### config.mk
export PLATFORM = sky130hd
export DESIGN_NAME = four_channel_dma_controller_unit
export DESIGN_NICKNAME = d
export VERILOG_FILES = /design/src/rtl/core/fcdma_pkg.sv /design/src/rtl/core/fcdma_ctrl.sv /design/src/rtl/core/fcdma_dp.sv /design/src/rtl/core/four_channel_dma_controller_unit.sv
export SDC_FILE = /design/constraint.sdc
export NUM_CORES = 1
export LEC_CHECK = 0
export BUFFER_PORTS_ARGS = -buffer_cell sky130_fd_sc_hd__buf_2
export CAP_MARGIN = 20
export CORE_ASPECT_RATIO = 1.5
export CORE_MARGIN = 5
export CORE_UTILIZATION = 45
export DETAILED_ROUTE_END_ITERATION = 8
export GPL_ROUTABILITY_DRIVEN = 0
export PLACE_DENSITY = 0.67
export SLEW_MARGIN = 0
export SYNTH_ARGS = -nofsm -noshare
export SYNTH_HDL_FRONTEND = slang
export SYNTH_SLANG_ARGS = --single-unit
### constraint.sdc
create_clock -name i_clk -period 7.56 [get_ports i_clk]
set_input_delay 0 -clock i_clk [delete_from_list [all_inputs] [get_ports i_clk]]
set_output_delay 0 -clock i_clk [all_outputs]
set_load 0.01 [all_outputs]
### src/rtl/core/fcdma_pkg.sv
// Shared types, codes and constants of the four-channel DMA controller.
// Used by the controller, the datapath and the top level; depends on nothing.
package fcdma_pkg;

    localparam int NumChannels    = 4;
    localparam int DefaultAddrBits = 28;
    localparam int OutAddrBits    = 28;

    localparam logic [2:0] ACT_READ   = 3'd0;
    localparam logic [2:0] ACT_WRITE  = 3'd1;
    localparam logic [2:0] ACT_DREQ   = 3'd2;
    localparam logic [2:0] ACT_TICK   = 3'd3;
    localparam logic [2:0] ACT_MODULE = 3'd4;
    localparam logic [2:0] ACT_NMI    = 3'd5;

    localparam logic [2:0] OFF_SAR_HI = 3'd0;
    localparam logic [2:0] OFF_SAR_LO = 3'd1;
    localparam logic [2:0] OFF_DAR_HI = 3'd2;
    localparam logic [2:0] OFF_DAR_LO = 3'd3;
    localparam logic [2:0] OFF_DMAOR  = 3'd4;
    localparam logic [2:0] OFF_TCR    = 3'd5;
    localparam logic [2:0] OFF_CHCR   = 3'd7;

    localparam logic [3:0] RS_DREQ_DUAL = 4'h0;
    localparam logic [3:0] RS_DACK_DST  = 4'h2;
    localparam logic [3:0] RS_DACK_SRC  = 4'h3;
    localparam logic [3:0] RS_AUTO      = 4'hC;
    localparam logic [3:0] RS_MOD_LO    = 4'h4;
    localparam logic [3:0] RS_MOD_HI    = 4'hB;
    localparam logic [3:0] RS_MOD_EXTRA = 4'hD;

    localparam logic [2:0] NO_OWNER = 3'd4;
    localparam logic [15:0] DMAOR_WR_MASK = 16'h0301;

    typedef enum logic [1:0] {
        S_IDLE,
        S_EXEC,
        S_SCAN,
        S_EMIT
    } t_state;

    typedef struct packed {
        logic       accept;
        logic       exec;
        logic       unit;
        logic [1:0] unit_ch;
        logic       push;
        logic       push_last;
        logic       push_served;
        logic       push_blank;
    } t_dp_cmd;

    typedef struct packed {
        logic       is_module;
        logic [3:0] match;
        logic       out_free;
    } t_dp_status;

    typedef struct packed {
        logic [15:0]            read_data;
        logic                   xvalid;
        logic [1:0]             ch;
        logic [OutAddrBits-1:0] src;
        logic [OutAddrBits-1:0] dst;
        logic                   word;
        logic                   src_dack;
        logic                   dst_dack;
        logic                   aerr;
    } t_xfer;

endpackage

### src/rtl/core/fcdma_ctrl.sv
// Controller state machine of the DMA controller: sequences one input item
// through execute, module-request scan and result hand-off. Uses fcdma_pkg.
module fcdma_ctrl import fcdma_pkg::*; (
    input  logic       i_clk,
    input  logic       i_rst_n,
    input  logic       i_in_valid,
    output logic       o_in_ready,
    input  t_dp_status i_status,
    output t_dp_cmd    o_cmd
);

    t_state     r_state, n_state;
    logic [2:0] r_scan, n_scan;
    logic       r_pend, n_pend;

    always_ff @(posedge i_clk) begin
        if (!i_rst_n) begin
            r_state <= S_IDLE;
            r_scan  <= '0;
            r_pend  <= 1'b0;
        end else begin
            r_state <= n_state;
            r_scan  <= n_scan;
            r_pend  <= n_pend;
        end
    end

    // Next state and scan bookkeeping.
    always_comb begin
        n_state = r_state;
        n_scan  = r_scan;
        n_pend  = r_pend;
        unique case (r_state)
            S_IDLE: begin
                if (i_in_valid) n_state = S_EXEC;
            end
            S_EXEC: begin
                if (i_status.is_module) begin
                    n_state = S_SCAN;
                    n_scan  = '0;
                    n_pend  = 1'b0;
                end else begin
                    n_state = S_EMIT;
                end
            end
            S_SCAN: begin
                if (r_scan[2]) begin
                    if (i_status.out_free) n_state = S_IDLE;
                end else if (i_status.match[r_scan[1:0]]) begin
                    if (r_pend) begin
                        if (i_status.out_free) n_pend = 1'b0;
                    end else begin
                        n_pend = 1'b1;
                        n_scan = r_scan + 3'd1;
                    end
                end else begin
                    n_scan = r_scan + 3'd1;
                end
            end
            S_EMIT: begin
                if (i_status.out_free) n_state = S_IDLE;
            end
            default: n_state = S_IDLE;
        endcase
    end

    // Commands to the datapath.
    always_comb begin
        o_cmd      = '0;
        o_in_ready = 1'b0;
        unique case (r_state)
            S_IDLE: begin
                o_in_ready   = 1'b1;
                o_cmd.accept = i_in_valid;
            end
            S_EXEC: begin
                o_cmd.exec = !i_status.is_module;
            end
            S_SCAN: begin
                if (r_scan[2]) begin
                    o_cmd.push        = i_status.out_free;
                    o_cmd.push_last   = 1'b1;
                    o_cmd.push_served = r_pend;
                    o_cmd.push_blank  = !r_pend;
                end else if (i_status.match[r_scan[1:0]]) begin
                    if (r_pend) begin
                        o_cmd.push        = i_status.out_free;
                        o_cmd.push_served = 1'b1;
                    end else begin
                        o_cmd.unit    = 1'b1;
                        o_cmd.unit_ch = r_scan[1:0];
                    end
                end
            end
            S_EMIT: begin
                o_cmd.push      = i_status.out_free;
                o_cmd.push_last = 1'b1;
            end
            default: o_cmd = '0;
        endcase
    end

endmodule

### src/rtl/core/fcdma_dp.sv
// Datapath of the DMA controller: channel registers, DMAOR, DREQ tracking,
// channel pick, the transfer-unit engine and the output register. Uses fcdma_pkg.
module fcdma_dp import fcdma_pkg::*; #(
    parameter int ADDR_BITS = DefaultAddrBits
) (
    input  logic        i_clk,
    input  logic        i_rst_n,
    input  logic [2:0]  i_action,
    input  logic [25:0] i_item,
    input  t_dp_cmd     i_cmd,
    output t_dp_status  o_status,
    output logic        o_valid,
    input  logic        i_ready,
    output t_xfer       o_xfer,
    output logic [3:0]  o_irq,
    output logic        o_served,
    output logic        o_last
);

    localparam logic [31:0] AMask =
        (ADDR_BITS >= 32) ? 32'hFFFF_FFFF : 32'((64'd1 << ADDR_BITS) - 64'd1);

    logic [31:0] r_sar     [NumChannels];
    logic [31:0] r_dar     [NumChannels];
    logic [15:0] r_tcr     [NumChannels];
    logic [15:0] r_chcr    [NumChannels];
    logic [3:0]  r_te_seen;
    logic [1:0]  r_edge;
    logic [1:0]  r_level;
    logic [15:0] r_dmaor;
    logic [1:0]  r_flags_rd;   // bit 0 NMIF, bit 1 AE seen set by a read
    logic [2:0]  r_owner;

    logic [2:0]  r_act;
    logic [1:0]  r_ch;
    logic [2:0]  r_off;
    logic [15:0] r_wd;
    logic        r_low;
    logic [3:0]  r_req;
    t_xfer       r_res;

    logic        r_ovalid;
    t_xfer       r_out;
    logic [3:0]  r_oirq;
    logic        r_oserved;
    logic        r_olast;

    logic [3:0]  en, rdy, irq_now, mod_match;
    logic [1:0]  pick_ch;
    logic        pick_ok;
    logic        tick_unit, do_unit;
    logic [1:0]  u;
    logic [15:0] c;
    logic [3:0]  rs;
    logic        word, sd, dd, err;
    logic [31:0] step, sar_n, dar_n, amw;
    logic [15:0] tcr_n;
    logic        more;
    logic        out_free;
    logic [15:0] rd_val;

    always_comb begin
        for (int k = 0; k < NumChannels; k++) begin
            en[k] = r_chcr[k][0] && !r_chcr[k][1] && r_dmaor[0] && !r_dmaor[1] && !r_dmaor[2];
            rdy[k] = en[k] && ((r_chcr[k][11:8] == RS_AUTO) ||
                (k < 2 && (r_chcr[k][11:8] == RS_DREQ_DUAL || r_chcr[k][11:8] == RS_DACK_DST ||
                 r_chcr[k][11:8] == RS_DACK_SRC) &&
                 (r_chcr[k][5] ? r_edge[k % 2] : r_level[k % 2])));
            mod_match[k] = en[k] && r_chcr[k][11:8] == r_req &&
                ((r_chcr[k][11:8] >= RS_MOD_LO && r_chcr[k][11:8] <= RS_MOD_HI) ||
                 r_chcr[k][11:8] == RS_MOD_EXTRA);
            irq_now[k] = r_chcr[k][1] && r_chcr[k][2];
        end
    end

    // Tick pick: a live burst owner keeps the channel, else the priority order that DMAOR selects.
    always_comb begin
        pick_ok = 1'b1;
        pick_ch = 2'd0;
        if (!r_owner[2] && en[r_owner[1:0]] && r_chcr[r_owner[1:0]][4]) begin
            pick_ch = r_owner[1:0];
        end else if (r_dmaor[9:8] == 2'd1) begin
            priority if (rdy[1]) pick_ch = 2'd1;
            else if (rdy[3]) pick_ch = 2'd3;
            else if (rdy[2]) pick_ch = 2'd2;
            else if (rdy[0]) pick_ch = 2'd0;
            else pick_ok = 1'b0;
        end else begin
            priority if (rdy[0]) pick_ch = 2'd0;
            else if (rdy[3]) pick_ch = 2'd3;
            else if (rdy[2]) pick_ch = 2'd2;
            else if (rdy[1]) pick_ch = 2'd1;
            else pick_ok = 1'b0;
        end
    end

    assign tick_unit = i_cmd.exec && r_act == ACT_TICK && pick_ok;
    assign do_unit   = i_cmd.unit || tick_unit;
    assign u         = i_cmd.unit ? i_cmd.unit_ch : pick_ch;

    // Transfer-unit engine on channel u.
    always_comb begin
        c     = r_chcr[u];
        word  = c[3];
        rs    = c[11:8];
        sd    = rs == RS_DACK_SRC;
        dd    = rs == RS_DACK_DST;
        err   = word && ((!sd && r_sar[u][0]) || (!dd && r_dar[u][0]));
        step  = word ? 32'd2 : 32'd1;
        amw   = AMask & {31'h7FFF_FFFF, !word};
        sar_n = r_sar[u];
        dar_n = r_dar[u];
        if (!sd && c[13:12] == 2'd1) sar_n = r_sar[u] + step;
        if (!sd && c[13:12] == 2'd2) sar_n = r_sar[u] - step;
        if (!dd && c[15:14] == 2'd1) dar_n = r_dar[u] + step;
        if (!dd && c[15:14] == 2'd2) dar_n = r_dar[u] - step;
        tcr_n = r_tcr[u] - 16'd1;
        more  = !err && tcr_n != 16'd0;
    end

    // Register read value; zero for anything but a read.
    always_comb begin
        rd_val = '0;
        if (r_act == ACT_READ) begin
            unique case (r_off)
                OFF_SAR_HI: rd_val = r_sar[r_ch][31:16];
                OFF_SAR_LO: rd_val = r_sar[r_ch][15:0];
                OFF_DAR_HI: rd_val = r_dar[r_ch][31:16];
                OFF_DAR_LO: rd_val = r_dar[r_ch][15:0];
                OFF_DMAOR:  rd_val = (r_ch == 2'd0) ? r_dmaor : 16'd0;
                OFF_TCR:    rd_val = r_tcr[r_ch];
                OFF_CHCR:   rd_val = r_chcr[r_ch];
                default:    rd_val = '0;
            endcase
        end
    end

    assign out_free = !r_ovalid || i_ready;
    assign o_status = '{is_module: r_act == ACT_MODULE, match: mod_match, out_free: out_free};

    always_ff @(posedge i_clk) begin
        if (!i_rst_n) begin
            for (int k = 0; k < NumChannels; k++) begin
                r_sar[k]  <= '0;
                r_dar[k]  <= '0;
                r_tcr[k]  <= '0;
                r_chcr[k] <= '0;
            end
            r_te_seen  <= '0;
            r_edge     <= '0;
            r_level    <= '0;
            r_dmaor    <= '0;
            r_flags_rd <= '0;
            r_owner    <= NO_OWNER;
            r_ovalid   <= 1'b0;
        end else begin
            if (do_unit) begin
                r_sar[u] <= sar_n;
                r_dar[u] <= dar_n;
                r_tcr[u] <= tcr_n;
                if (err) r_dmaor[2] <= 1'b1;
                else if (tcr_n == 16'd0) r_chcr[u][1] <= 1'b1;
            end
            if (tick_unit) begin
                if (!u[1]) r_edge[u[0]] <= 1'b0;
                r_owner <= (c[4] && more) ? {1'b0, u} : NO_OWNER;
            end else if (i_cmd.exec && r_act == ACT_TICK) begin
                r_owner <= NO_OWNER;
            end
            if (i_cmd.exec) begin
                unique case (r_act)
                    ACT_READ: begin
                        if (r_off == OFF_DMAOR && r_ch == 2'd0)
                            r_flags_rd <= r_flags_rd | r_dmaor[2:1];
                        if (r_off == OFF_CHCR && r_chcr[r_ch][1]) r_te_seen[r_ch] <= 1'b1;
                    end
                    ACT_WRITE: begin
                        unique case (r_off)
                            OFF_SAR_HI: r_sar[r_ch][31:16] <= r_wd;
                            OFF_SAR_LO: r_sar[r_ch][15:0]  <= r_wd;
                            OFF_DAR_HI: r_dar[r_ch][31:16] <= r_wd;
                            OFF_DAR_LO: r_dar[r_ch][15:0]  <= r_wd;
                            OFF_DMAOR: begin
                                if (r_ch == 2'd0) begin
                                    r_flags_rd <= '0;
                                    r_dmaor <= (r_wd & DMAOR_WR_MASK) |
                                        {13'd0, r_dmaor[2:1] & ~(r_flags_rd & ~r_wd[2:1]), 1'b0};
                                end
                            end
                            OFF_TCR: r_tcr[r_ch] <= r_wd;
                            OFF_CHCR: begin
                                r_te_seen[r_ch] <= 1'b0;
                                r_chcr[r_ch] <= {r_wd[15:2], r_chcr[r_ch][1] &&
                                    !(!r_wd[1] && r_te_seen[r_ch]), r_wd[0]};
                            end
                            default: ;
                        endcase
                    end
                    ACT_DREQ: begin
                        if (!r_ch[1]) begin
                            if (r_low && !r_level[r_ch[0]]) r_edge[r_ch[0]] <= 1'b1;
                            r_level[r_ch[0]] <= r_low;
                        end
                    end
                    ACT_NMI: r_dmaor[1] <= 1'b1;
                    default: ;
                endcase
            end
            if (i_cmd.push) r_ovalid <= 1'b1;
            else if (i_ready) r_ovalid <= 1'b0;
        end
    end

    // Item and result payload registers.
    always_ff @(posedge i_clk) begin
        if (i_cmd.accept) begin
            r_act <= i_action;
            r_ch  <= i_item[1:0];
            r_off <= i_item[4:2];
            r_wd  <= i_item[20:5];
            r_low <= i_item[21];
            r_req <= i_item[25:22];
        end
        if (do_unit) begin
            r_res.read_data <= '0;
            r_res.xvalid    <= 1'b1;
            r_res.ch        <= u;
            r_res.src       <= OutAddrBits'(r_sar[u] & amw);
            r_res.dst       <= OutAddrBits'(r_dar[u] & amw);
            r_res.word      <= word;
            r_res.src_dack  <= sd;
            r_res.dst_dack  <= dd;
            r_res.aerr      <= err;
        end else if (i_cmd.exec) begin
            r_res <= '{read_data: rd_val, default: '0};
        end
        if (i_cmd.push) begin
            r_out     <= i_cmd.push_blank ? '0 : r_res;
            r_oirq    <= irq_now;
            r_oserved <= i_cmd.push_served;
            r_olast   <= i_cmd.push_last;
        end
    end

    assign o_valid  = r_ovalid;
    assign o_xfer   = r_out;
    assign o_irq    = r_oirq;
    assign o_served = r_oserved;
    assign o_last   = r_olast;

endmodule

### src/rtl/core/four_channel_dma_controller_unit.sv
// Top level of the four-channel DMA controller: stream ports, controller
// state machine and datapath. Depends on fcdma_pkg, fcdma_ctrl and fcdma_dp.
//
// Usage: each transfer on the slave stream is one item: a register read or
// write, a DREQ pin change, a service tick, an on-chip module request or an
// NMI, with the action code in s_tuser. Each item yields one result transfer
// on the master stream, or up to four for a module request that several
// channels serve; the final result of an item carries tlast.
// Sequencing: an item is taken when the block is idle, executed in the next
// cycle, and its result is loaded into the output register once that
// register is free. The block does not take a new item before it is
// through with the last one. A module request scans the four channels
// one per cycle while no result waits for a free output register; each
// served channel adds a step that hands on its result. The next item is
// accepted as soon as the last result has moved into the output register,
// even while that result still waits.
// When the receiver stalls, the output register holds its result and the
// controller waits before loading the next one; no result is lost.
// Reset, synchronous and active low, clears all channel registers, DMAOR,
// the DREQ tracking and the burst owner, and empties the output register.
module four_channel_dma_controller_unit import fcdma_pkg::*; #(
    parameter int ADDR_BITS = DefaultAddrBits
) (
    input  logic        i_clk,
    input  logic        i_rst_n,
    input  logic        i_s_tvalid,
    output logic        o_s_tready,
    // channel[1:0], reg_offset[4:2], write_data[20:5], dreq_level_low[21],
    // request_source[25:22], zero fill above
    input  logic [31:0] i_s_tdata,
    // action[2:0]
    input  logic [2:0]  i_s_tuser,
    output logic        o_m_tvalid,
    input  logic        i_m_tready,
    // read_data[15:0], irq_lines[19:16], xfer_channel[21:20],
    // xfer_src_addr[49:22], xfer_dst_addr[77:50], xfer_word[78],
    // source_dack[79], dest_dack[80], addr_error[81], source_served[82],
    // zero fill above
    output logic [87:0] o_m_tdata,
    // xfer_valid[0]
    output logic        o_m_tuser,
    output logic        o_m_tlast
);

    t_dp_cmd    cmd;
    t_dp_status status;
    t_xfer      xfer;
    logic [3:0] irq;
    logic       served;

    // The controller only sequences; all channel state lives in the datapath.
    fcdma_ctrl u_ctrl (
        .i_clk      (i_clk),
        .i_rst_n    (i_rst_n),
        .i_in_valid (i_s_tvalid),
        .o_in_ready (o_s_tready),
        .i_status   (status),
        .o_cmd      (cmd)
    );

    fcdma_dp #(
        .ADDR_BITS (ADDR_BITS)
    ) u_dp (
        .i_clk    (i_clk),
        .i_rst_n  (i_rst_n),
        .i_action (i_s_tuser),
        .i_item   (i_s_tdata[25:0]),
        .i_cmd    (cmd),
        .o_status (status),
        .o_valid  (o_m_tvalid),
        .i_ready  (i_m_tready),
        .o_xfer   (xfer),
        .o_irq    (irq),
        .o_served (served),
        .o_last   (o_m_tlast)
    );

    assign o_m_tdata = {5'd0, served, xfer.aerr, xfer.dst_dack, xfer.src_dack, xfer.word,
                        xfer.dst, xfer.src, xfer.ch, irq, xfer.read_data};
    assign o_m_tuser = xfer.xvalid;

endmodule
# [After elaboration in Yosys (flattened, before gate mapping)]
# Memories as Yosys holds them, arrays and structs flattened. A register that Yosys moved wholly into a read port is not among the register bits.
# Cells that the tools add are included.
[word_totals] ram_bits=384 output_inout_bits=92 wordCells=424 reg_bits=223 n_memories=4
[classes] n_bitwise=15 n_lt_le_gt_ge=16 n_eq_ne=48 n_addsub=6 reduce_logical=120 mux=175
[mem_list] memory="u_dp.r_dar" depth=4 word_bits=32 read_ports=2 rd_clocked_by_memory_dff=1 write_ports=4 line_no="fcdma_dp.sv:24" rtl="logic [31:0] r_dar [NumChannels];"
[mem_list] memory="u_dp.r_sar" depth=4 word_bits=32 read_ports=2 rd_clocked_by_memory_dff=1 write_ports=4 line_no="fcdma_dp.sv:23" rtl="logic [31:0] r_sar [NumChannels];"
[mem_list] memory="u_dp.r_chcr" depth=4 word_bits=16 read_ports=7 rd_clocked_by_memory_dff=2 write_ports=4 line_no="fcdma_dp.sv:26" rtl="logic [15:0] r_chcr [NumChannels];"
[mem_list] memory="u_dp.r_tcr" depth=4 word_bits=16 read_ports=2 rd_clocked_by_memory_dff=1 write_ports=4 line_no="fcdma_dp.sv:25" rtl="logic [15:0] r_tcr [NumChannels];"
[ops] operator="2-to-1 mux 32 bit" n=8
[ops] operator="OR reduction 32 bit" n=4
[ops] operator="2-to-1 mux 62 bit" n=2
[ops] operator="one-hot mux 16 bit (7 select lines)" n=1
[ops] operator="2-to-1 mux 1 bit" n=87
[ops] operator="2-to-1 mux 2 bit" n=41
[ops] operator="2-to-1 mux 16 bit" n=5
[ops] operator="adder 32 x 2 -> 32 bit" n=2
[ops] operator="OR reduction 16 bit" n=4
[ops] operator="subtractor 32 x 2 -> 32 bit" n=2
[ops] operator="logical AND 1 bit" n=59
[ops] operator="AND 28 bit" n=2
[ops] operator="2-to-1 mux 3 bit" n=13
[ops] operator="== test 4 bit, second input constant" n=8
[ops] operator="== test 4 x 2 -> 1 bit, second input constant" n=6
[ops] operator="AND reduction 4 bit" n=5
[ops] operator="zero test 1 bit" n=17
[ops] operator="== test 4 bit" n=4
[ops] operator=">= comparator 4 x 3 -> 1 bit, second input constant" n=4
[ops] operator="less-or-equal comparator 4 bit, second input constant" n=4
[ops] operator="zero test 16 bit" n=1
[ops] operator="nonzero test 16 bit" n=1
[ops] operator="subtractor 16 x 1 -> 16 bit, second input constant" n=1
[ops] operator="== test 3 bit, second input constant" n=5
[ops] operator="other kinds (39)" n=94

# [Logic depth before layout (Yosys ltp)]
# Gate-level depths: netlist of run 1.
# An unclocked memory read counts as a cell.
[depth] word_depth=28 mapped_depth=28 depth_no_buf=20

# [Cells and area by module]
# From an unflattened synthesis of run 1, not the netlist that was laid out.
[unflattened] cells_unflattened=3079 hier_area_um2=34723.3
[modules_own_cells] module="fcdma_dp" cells_each=3020 n_inst=1 area_each_um2=34195.3 seq_area_each_um2=17616.9
[modules_own_cells] module="fcdma_ctrl" cells_each=52 n_inst=1 area_each_um2=479.2 seq_area_each_um2=120.1
[modules_own_cells] module="four_channel_dma_controller_unit" cells_each=7 n_inst=1 area_each_um2=48.8 seq_area_each_um2=0.0

# [Worst setup path before layout of run 1]
# Ideal clock, no wire load.
[synth_timing] kind="flip-flop to flip-flop" start="reg u_dp.r_dmaor[1]" end="reg u_dp.r_oirq[0] (netlist: u_dp.o_irq[0]), enable pin" synth_period_minus_slack_ns=5.957 setup_ns=0.529 arrival_ns=5.428 slack_ns=1.603 stages_incl_launch_ff=9 path_cell_list="dfxtp_1 -> or3b_4 -> or3_4 -> nor3_1 -> nor3_1 -> a21oi_1 -> nand2_1 -> and2_1 -> nor2_1"
[synth_lines] element="start, declared" line_no="fcdma_dp.sv:30" rtl="logic [15:0] r_dmaor;"
[synth_lines] element="start signal, assigned" line_no="fcdma_dp.sv:186" rtl="r_dmaor <= (r_wd & DMAOR_WR_MASK) |"
[synth_lines] element="end signal, assigned" line_no="fcdma_dp.sv:239" rtl="r_oirq <= irq_now;"
[synth_lines] element="end, declared" line_no="fcdma_dp.sv:44" rtl="logic [3:0] r_oirq;"

==> flow_summary_export.csv, run 1 <==
group,metric,value,unit
sta,post-route-period-util,87.22,%
worst_setup_path,critPathLaunchType,"flop",
outcome,status,"completed",
worst_setup_path,cp_num_buf_inv,2,
floorplanning,die-area,0.08175,mm2
detailed_routing,avgRoutedWirePerCell,26.97,um
placed_design,port_buffers,119,
power_and_ir_drop,peakVddDrop,0.1682,mV
cts,post_cts_buffers,0,
sta,tightest_slew,1.166,ns
sta,max_freq,0.1517,GHz
placed_design,place_hpwl,79.29,mm
floorplanning,die_h,347.7,um
cts,cts_sinks,606,
global_route,grt_pass1_wl,172.1,mm
logic_synthesis,ys.flop_type,"edfxtp_1",
placed_design,place_ws,1.251,ns
worst_setup_path,critical_path.top_delay_family,"simple AND/OR/NAND/NOR gates",
global_route,gr-total-overflow,0,
detailed_routing,post-route-drc-count,0,
logic_synthesis,synth_cell_types,108,
logic_synthesis,synth-simple-area-share,19.37,%
logic_synthesis,synth_edf_count,560,
cts,h-tree-depth,2,
cts,postCtsHoldBufs,32,
logic_synthesis,synth_top_family_by_area,"simple AND/OR/NAND/NOR gates",
finish,area_growth,11.49,%
global_route,first_global_vias,26810,
worst_setup_path,r2r_start,"u_dp.r_chcr[2][10]",
logic_synthesis,synthMuxAreaShare,8.975,%
worst_setup_path,path_cells,"ha_1 -> nor2b_1 -> o211ai_1 -> a2111oi_0 -> nor4_1 -> nand3_1 -> buf_4 -> nand2_8 -> nand2_1 -> nand3_1 -> nand2_1 -> inv_1 -> ha_1 -> a21o_1 -> o2111ai_2 -> nor4_2 -> a32o_1 -> nand2_1 -> a32oi_1 -> nor2_1",
logic_synthesis,syn_avg_cell_area,10.61,um2
cts,cts_buffers,58,
floorplanning,core_area,0.07526,mm2
sta,finalHoldViolations,0,
sta,period_needed,6.594,ns
placed_design,dpl_cell_area,0.03583,mm2
cts,cts-root-buf,"clkbuf_16",
cts,cts.reportedPaths.clkPinSlew,0.06,ns
cts,clock_latency,0.65,ns
logic_synthesis,synth_xor_area_share,1.818,%
worst_setup_path,worstPathRequired,7.94,ns
cts,cts_resized,0,
sta,setup_slack,0.9660,ns
detailed_routing,dr.pass1.iters,6,
worst_setup_path,endpoint_kind,"flop",
min_path,min_path_type,"in -> reg",
worst_setup_path,path_class,"reg -> reg",
detailed_routing,finalWirelength,117.2,mm
power_and_ir_drop,leakagePower,13.80,nW
logic_synthesis,netlist_area,0.03421,mm2
logic_synthesis,yosysWarnings,0,
cts,cts_buffer_depth,3,
power_and_ir_drop,finalPower,0.007847,W
logic_synthesis,synthAdderAreaFrac,0.8558,%
min_path,worstHoldStart,"i_s_tdata[5]",
worst_setup_path,cpPeakStageDelay,0.65,ns
worst_setup_path,critPathLaunch,"u_dp.r_chcr[2][10]",
logic_synthesis,synth-seq-cells,606,
global_route,grt_max_degree,86,
finish,drive_gt1_share,15.45,%
detailed_routing,drt_iter0_drc,3970,
logic_synthesis,async_reset_ff_share,0,%
logic_synthesis,synth_cells,3223,
sta,tns,0,ns
floorplanning,io-pin-count,131,
worst_setup_path,rrSetupSlack,0.97,ns
logic_synthesis,ys_seq_area_share,51.85,%
finish,fin_area,0.03814,mm2
sta,slew_headroom,21.45,%
floorplanning,initial_core_util,45.46,%
detailed_routing,vias,27880,
power_and_ir_drop,pwr_density_cell,205.7,mW/mm2
global_route,grt_use_total,27.57,%
worst_setup_path,cp_slowest_cell,"nand3_1",
worst_setup_path,cp_max_fo,34,
detailed_routing,viasPerCell,6.412,
finish,nets,3360,
detailed_routing,detail-route-antenna-nets,0,
sta,setup_viol,0,
sta,rsz0062_at_grt,"no",
logic_synthesis,synth_compound_gate_area_share,12.64,%
job,timing.max_cap.violations,0,
sta,skew,0.02149,ns
global_route,grt_antenna_before_repair,3,
floorplanning,dieWidth,235.1,um
floorplanning,rows,123,
worst_setup_path,crit_arrival,6.97,ns
worst_setup_path,cpMostUsedCell,"nand2_1",
cts,cts_tree,"yes",
sta,slew_violations,0,
==> state kept, by name, indices dropped and copies added (netlist names), 2 cells and up, named ones only <==
name / flops
u_dp.o_xfer: 79
u_dp.r_dmaor: 5
u_dp.r_dar: 128
u_dp.o_irq: 4
u_dp.r_ch: 2
u_dp.r_edge: 2
u_dp.r_wd: 16
u_dp.r_off: 3
u_dp.r_owner: 3
u_dp.r_level: 2
u_dp.r_chcr: 64
u_dp.r_flags_rd: 2
u_ctrl.r_state: 2
u_dp.r_req: 4
u_dp.r_tcr: 64
u_dp.r_sar: 128
u_dp.r_act: 3
u_dp.r_res: 79
u_ctrl.r_scan: 3
==> kinds of logic (layout without fill, tap and decap cells) <==
| logic type | count (synthesis) | in the layout |
|---|---|---|
| and+or+nand+nor | 1386 | 1386 |
| AOI/OAI and AO/OA | 615 | 615 |
| DFF | 606 | 606 |
| buffers and inverters | 343 | 462 |
| muxes | 180 | 180 |
| xor gates and xnor gates | 71 | 71 |
| adders and majority gates | 21 | 21 |
| other | 1 | 6 |
==> cell usage in the layout (no fill, tap or decap), drive strengths merged, types with 30 or more instances in the layout <==
cell type and n:
nor2 448, nor3 61, a22oi 66, nand4 36
a211oi 51, buf 205, nand3 147, dfxtp 46
a21oi 120, and3 75, inv 122, nor2b 110
a31oi 30, nor4 38, clkbuf 67, xnor2 47
dlygate4sd3 32, nand2 340, mux4 98, edfxtp 560
mux2i 48, o21ai 103, mux2 34
==> report_power, final <==
group,switching [W],internal (W),leakage (nW)
Combinational,0.000503,0.000316,6.86
Clock,0.00134,0.00174,0.958
Sequential,0.000154,0.00380,5.98
Total,0.00199,0.00585,13.8
==> Yosys cell counts, types with 11 or more instances <==
cell / number / area (um2)
mux4_2: 98 / 2207
and2_1: 20 / 125.1
o21ai_1: 14 / 70.07
nor4_1: 34 / 212.7
o21ai_0: 89 / 445.4
ha_1: 17 / 212.7
o22ai_1: 18 / 112.6
nand2_1: 338 / 1269
edfxtp_1: 560 / 16820
o211ai_1: 16 / 120.1
inv_1: 119 / 446.7
buf_2: 41 / 205.2
o31ai_1: 18 / 135.1
dfxtp_1: 46 / 920.9
buf_4: 24 / 180.2
or4_1: 15 / 112.6
xnor2_1: 47 / 411.6
and3_1: 74 / 462.9
nand2b_1: 25 / 156.4
nand4_1: 36 / 225.2
nor2b_1: 110 / 688.2
mux2_2: 34 / 382.9
a21o_1: 11 / 82.58
buf_6: 14 / 157.7
a221oi_1: 19 / 166.4
a31o_2: 25 / 219.0
a21oi_1: 120 / 600.6
nand3_1: 146 / 730.7
or2_2: 11 / 68.82
or3_1: 16 / 100.1
a22o_1: 20 / 175.2
a21boi_0: 12 / 90.09
clkbuf_1: 130 / 488.0
xor2_1: 24 / 210.2
nor3_1: 60 / 300.3
buf_1: 15 / 56.30
a31oi_1: 29 / 181.4
a211oi_1: 50 / 375.4
mux2i_1: 48 / 480.5
a22oi_1: 63 / 473.0
nor2_1: 445 / 1670
==> metrics by stage <==
step	std cells	hold slack, ns	utilization [%]
3_5_place_dp	4208	0.1781	47.61
3_3_place_gp	4208	0.1763	47.61
2_1_floorplan	3227	0.09887	-
6_report	4347	0.06819	50.68
5_1_grt	4346	0.06665	50.68
4_1_cts	4346	0.03912	50.68
==> routing by layer <==
metal | part of all wire [%] | vias to the layer above | global-route usage, %
li1 | - | 12180 | -
met1 | 34 | 13500 | 32.58
met2 | 47 | 1774 | 45.48
met3 | 11 | 418 | 6.051
met4 | 8.0 | 4 | 18.14
met5 | 0.022 | - | 0
==> final timing paths <==
kind | to | cells past startpoint
setup / recovery | u_dp.r_dar[1][23] | 20
hold reg to reg | u_dp.r_res[78] | 2
hold / removal | u_dp.r_wd[0] | 2
setup reg to reg | u_dp.r_dar[1][23] | 20
==> area by class of cell <==
class,count,area [um2]
inverters,119,446.7
repair buffers,237,1624
fillers,6615,37110
flip-flops and latches,606,17740
clock buffers,67,1536
multi-input cells,2278,15080
well taps,1000,1251
clock inverters,39,455.4
diodes,1,2.502
Power figures use the tool's default switching activity.
==> run 2, diff against run 1 <==
--- a/config.mk
+++ b/config.mk
@@ -8,7 +8,6 @@
 export BUFFER_PORTS_ARGS = -buffer_cell sky130_fd_sc_hd__buf_2
 export CAP_MARGIN = 20
 export CORE_ASPECT_RATIO = 1.5
-export CORE_MARGIN = 5
 export CORE_UTILIZATION = 45
 export DETAILED_ROUTE_END_ITERATION = 8
 export GPL_ROUTABILITY_DRIVEN = 0
==> flow_summary_export.csv, run 2 (synthesis gave the netlist of run 1 again) <==
group,metric,value,unit
cts,h-tree-depth,2,
detailed_routing,dr.pass1.iters,8,
finish,drive_gt1_share,14.93,%
cts,cts_sinks,606,
sta,period_needed,6.866,ns
sta,rsz0062_at_grt,"no",
worst_setup_path,endpoint_kind,"flop",
job,timing.max_cap.violations,0,
floorplanning,die-area,0.07715,mm2
power_and_ir_drop,pwr_density_cell,204.4,mW/mm2
finish,nets,3348,
cts,clock_latency,0.65,ns
cts,cts-root-buf,"clkbuf_16",
worst_setup_path,path_class,"reg -> reg",
worst_setup_path,worstPathRequired,7.91,ns
worst_setup_path,crit_arrival,7.22,ns
floorplanning,core_area,0.07510,mm2
cts,cts_buffers,56,
global_route,gr-total-overflow,0,
cts,cts.reportedPaths.clkPinSlew,0.07,ns
finish,layout_top_registers,"u_dp.r_dar x128, u_dp.r_sar x128",
power_and_ir_drop,peakVddDrop,0.1830,mV
sta,slew_headroom,21.63,%
finish,utilization,50.50,%
placed_design,port_buffers,119,
detailed_routing,drt_iter0_drc,3620,
worst_setup_path,critPathLaunch,"u_dp.r_chcr[2][11]",
worst_setup_path,cp_max_fo,65,
worst_setup_path,reg2reg_depth,19,
floorplanning,rows,123,
sta,setup_viol,0,
cts,cts_buffer_depth,3,
outcome,status,"completed",
finish,final_common_cell,"edfxtp_1",
global_route,grt_antenna_before_repair,6,
floorplanning,die_h,339.7,um
worst_setup_path,worstSetupEndpoint,"u_dp.r_sar[2][20]",
detailed_routing,finalWirelength,116.4,mm
detailed_routing,detail-route-antenna-nets,0,
global_route,grt_pass1_wl,169.2,mm
floorplanning,io-pin-count,131,
sta,finalHoldViolations,0,
finish,fin_area,0.03793,mm2
finish,final_cell_mix,"560 x edfxtp_1, 442 x nor2_1, 338 x nand2_1, 146 x nand3_1",
power_and_ir_drop,leakagePower,13.70,nW
global_route,first_global_vias,26390,
worst_setup_path,critPathLaunchType,"flop",
placed_design,place_hpwl,79.30,mm
worst_setup_path,rrSetupSlack,0.69,ns
sta,whs,0.06991,ns
global_route,grt_max_degree,80,
global_route,grt_use_total,29.77,%
detailed_routing,vias,27930,
sta,tightest_slew,1.176,ns
detailed_routing,viasPerCell,6.441,
placed_design,dpl_cell_area,0.03572,mm2
cts,cts_tree,"yes",
cts,post_cts_buffers,0,
floorplanning,initial_core_util,45.55,%
sta,max_freq,0.1456,GHz
sta,skew,0.02745,ns
min_path,min_path_type,"in -> reg",
sta,tns,0,ns
sta,slew_violations,0,
sta,setup_slack,0.6936,ns
worst_setup_path,reg2reg_to,"u_dp.r_sar[2][20]",
detailed_routing,avgRoutedWirePerCell,26.85,um
worst_setup_path,r2r_start,"u_dp.r_chcr[2][11]",
placed_design,place_ws,0.9524,ns
detailed_routing,post-route-drc-count,0,
sta,post-route-period-util,90.83,%
floorplanning,dieWidth,227.1,um
finish,area_growth,10.87,%
run 2: cell count changes in the layout (fill, tap and decap cells not counted), sizes merged:
cell	change
clkbuf	-1
bufinv	+1
clkinvlp	-1
buf	-10
run 2: worst min-delay path by stage:
stage / from / endpoint / depth (start not counted)
CTS: i_s_tdata[22] / u_dp.r_req[0] / 2
detailed placement: i_s_tdata[9] / u_dp.r_wd[4] / 1
global route: i_s_tdata[8] / u_dp.r_wd[3] / 2
finish: i_s_tdata[8] / u_dp.r_wd[3] / 2
global placement: i_s_tdata[8] / u_dp.r_wd[3] / 1
floorplan: i_s_tuser[0] / u_dp.r_act[0] / 0
run 2: final cells by class:
class,instances,area (um2)
Fill cell,6721,37170
Sequential cell,606,17740
Multi-Input combinational cell,2278,15080
Timing Repair Buffer,227,1511
Clock buffer,66,1439
Tap cell,1000,1251
Clock inverter,39,452.9
Inverter,119,446.7
Antenna cell,1,2.502
run 2: through the flow:
stage / std cells / power, W
2_1_floorplan: 3227 / 0.004448
3_3_place_gp: 4198 / 0.004785
3_5_place_dp: 4198 / 0.004793
4_1_cts: 4335 / 0.007736
5_1_grt: 4335 / 0.007925
6_report: 4336 / 0.007754
run 2: per-layer routing:
metal / GRT usage (%) / part of all wire [%]
met5: 0 / 0.039
met4: 21.88 / 8.3
met3: 5.661 / 11
met2: 47.99 / 47
met1: 35.23 / 34
run 2: timing repair:
item                                    4_1_cts  5_1_grt
endpoints found under the hold margin        38        0
endpoints found under the setup margin        0        0
gates resized for setup                       0        0
hold buffers                                 32        0
run 2: critical path, stage by stage, from the launching register on:
cell and delay (ns):
edfxtp_1 0.47, ha_1 0.24, nor2b_1 0.13, o211ai_1 0.41, a2111oi_1 0.17, nor2_1 0.83
o211ai_4 0.45, nand2_8 0.54, nand3_1 0.12, nand2_1 0.54, ha_1 0.26, inv_1 0.08
fa_1 0.55, a2111o_1 0.35, nor4_1 0.44, nand2_1 0.23, o22ai_1 0.22, xnor2_1 0.09
a22oi_1 0.35, nor2_1 0.09
run 2: power by group:
part	switching, W	internal [W]
combinational	0.000500	0.000311
clock	0.00131	0.00168
sequential	0.000154	0.00380
total	0.00197	0.00579
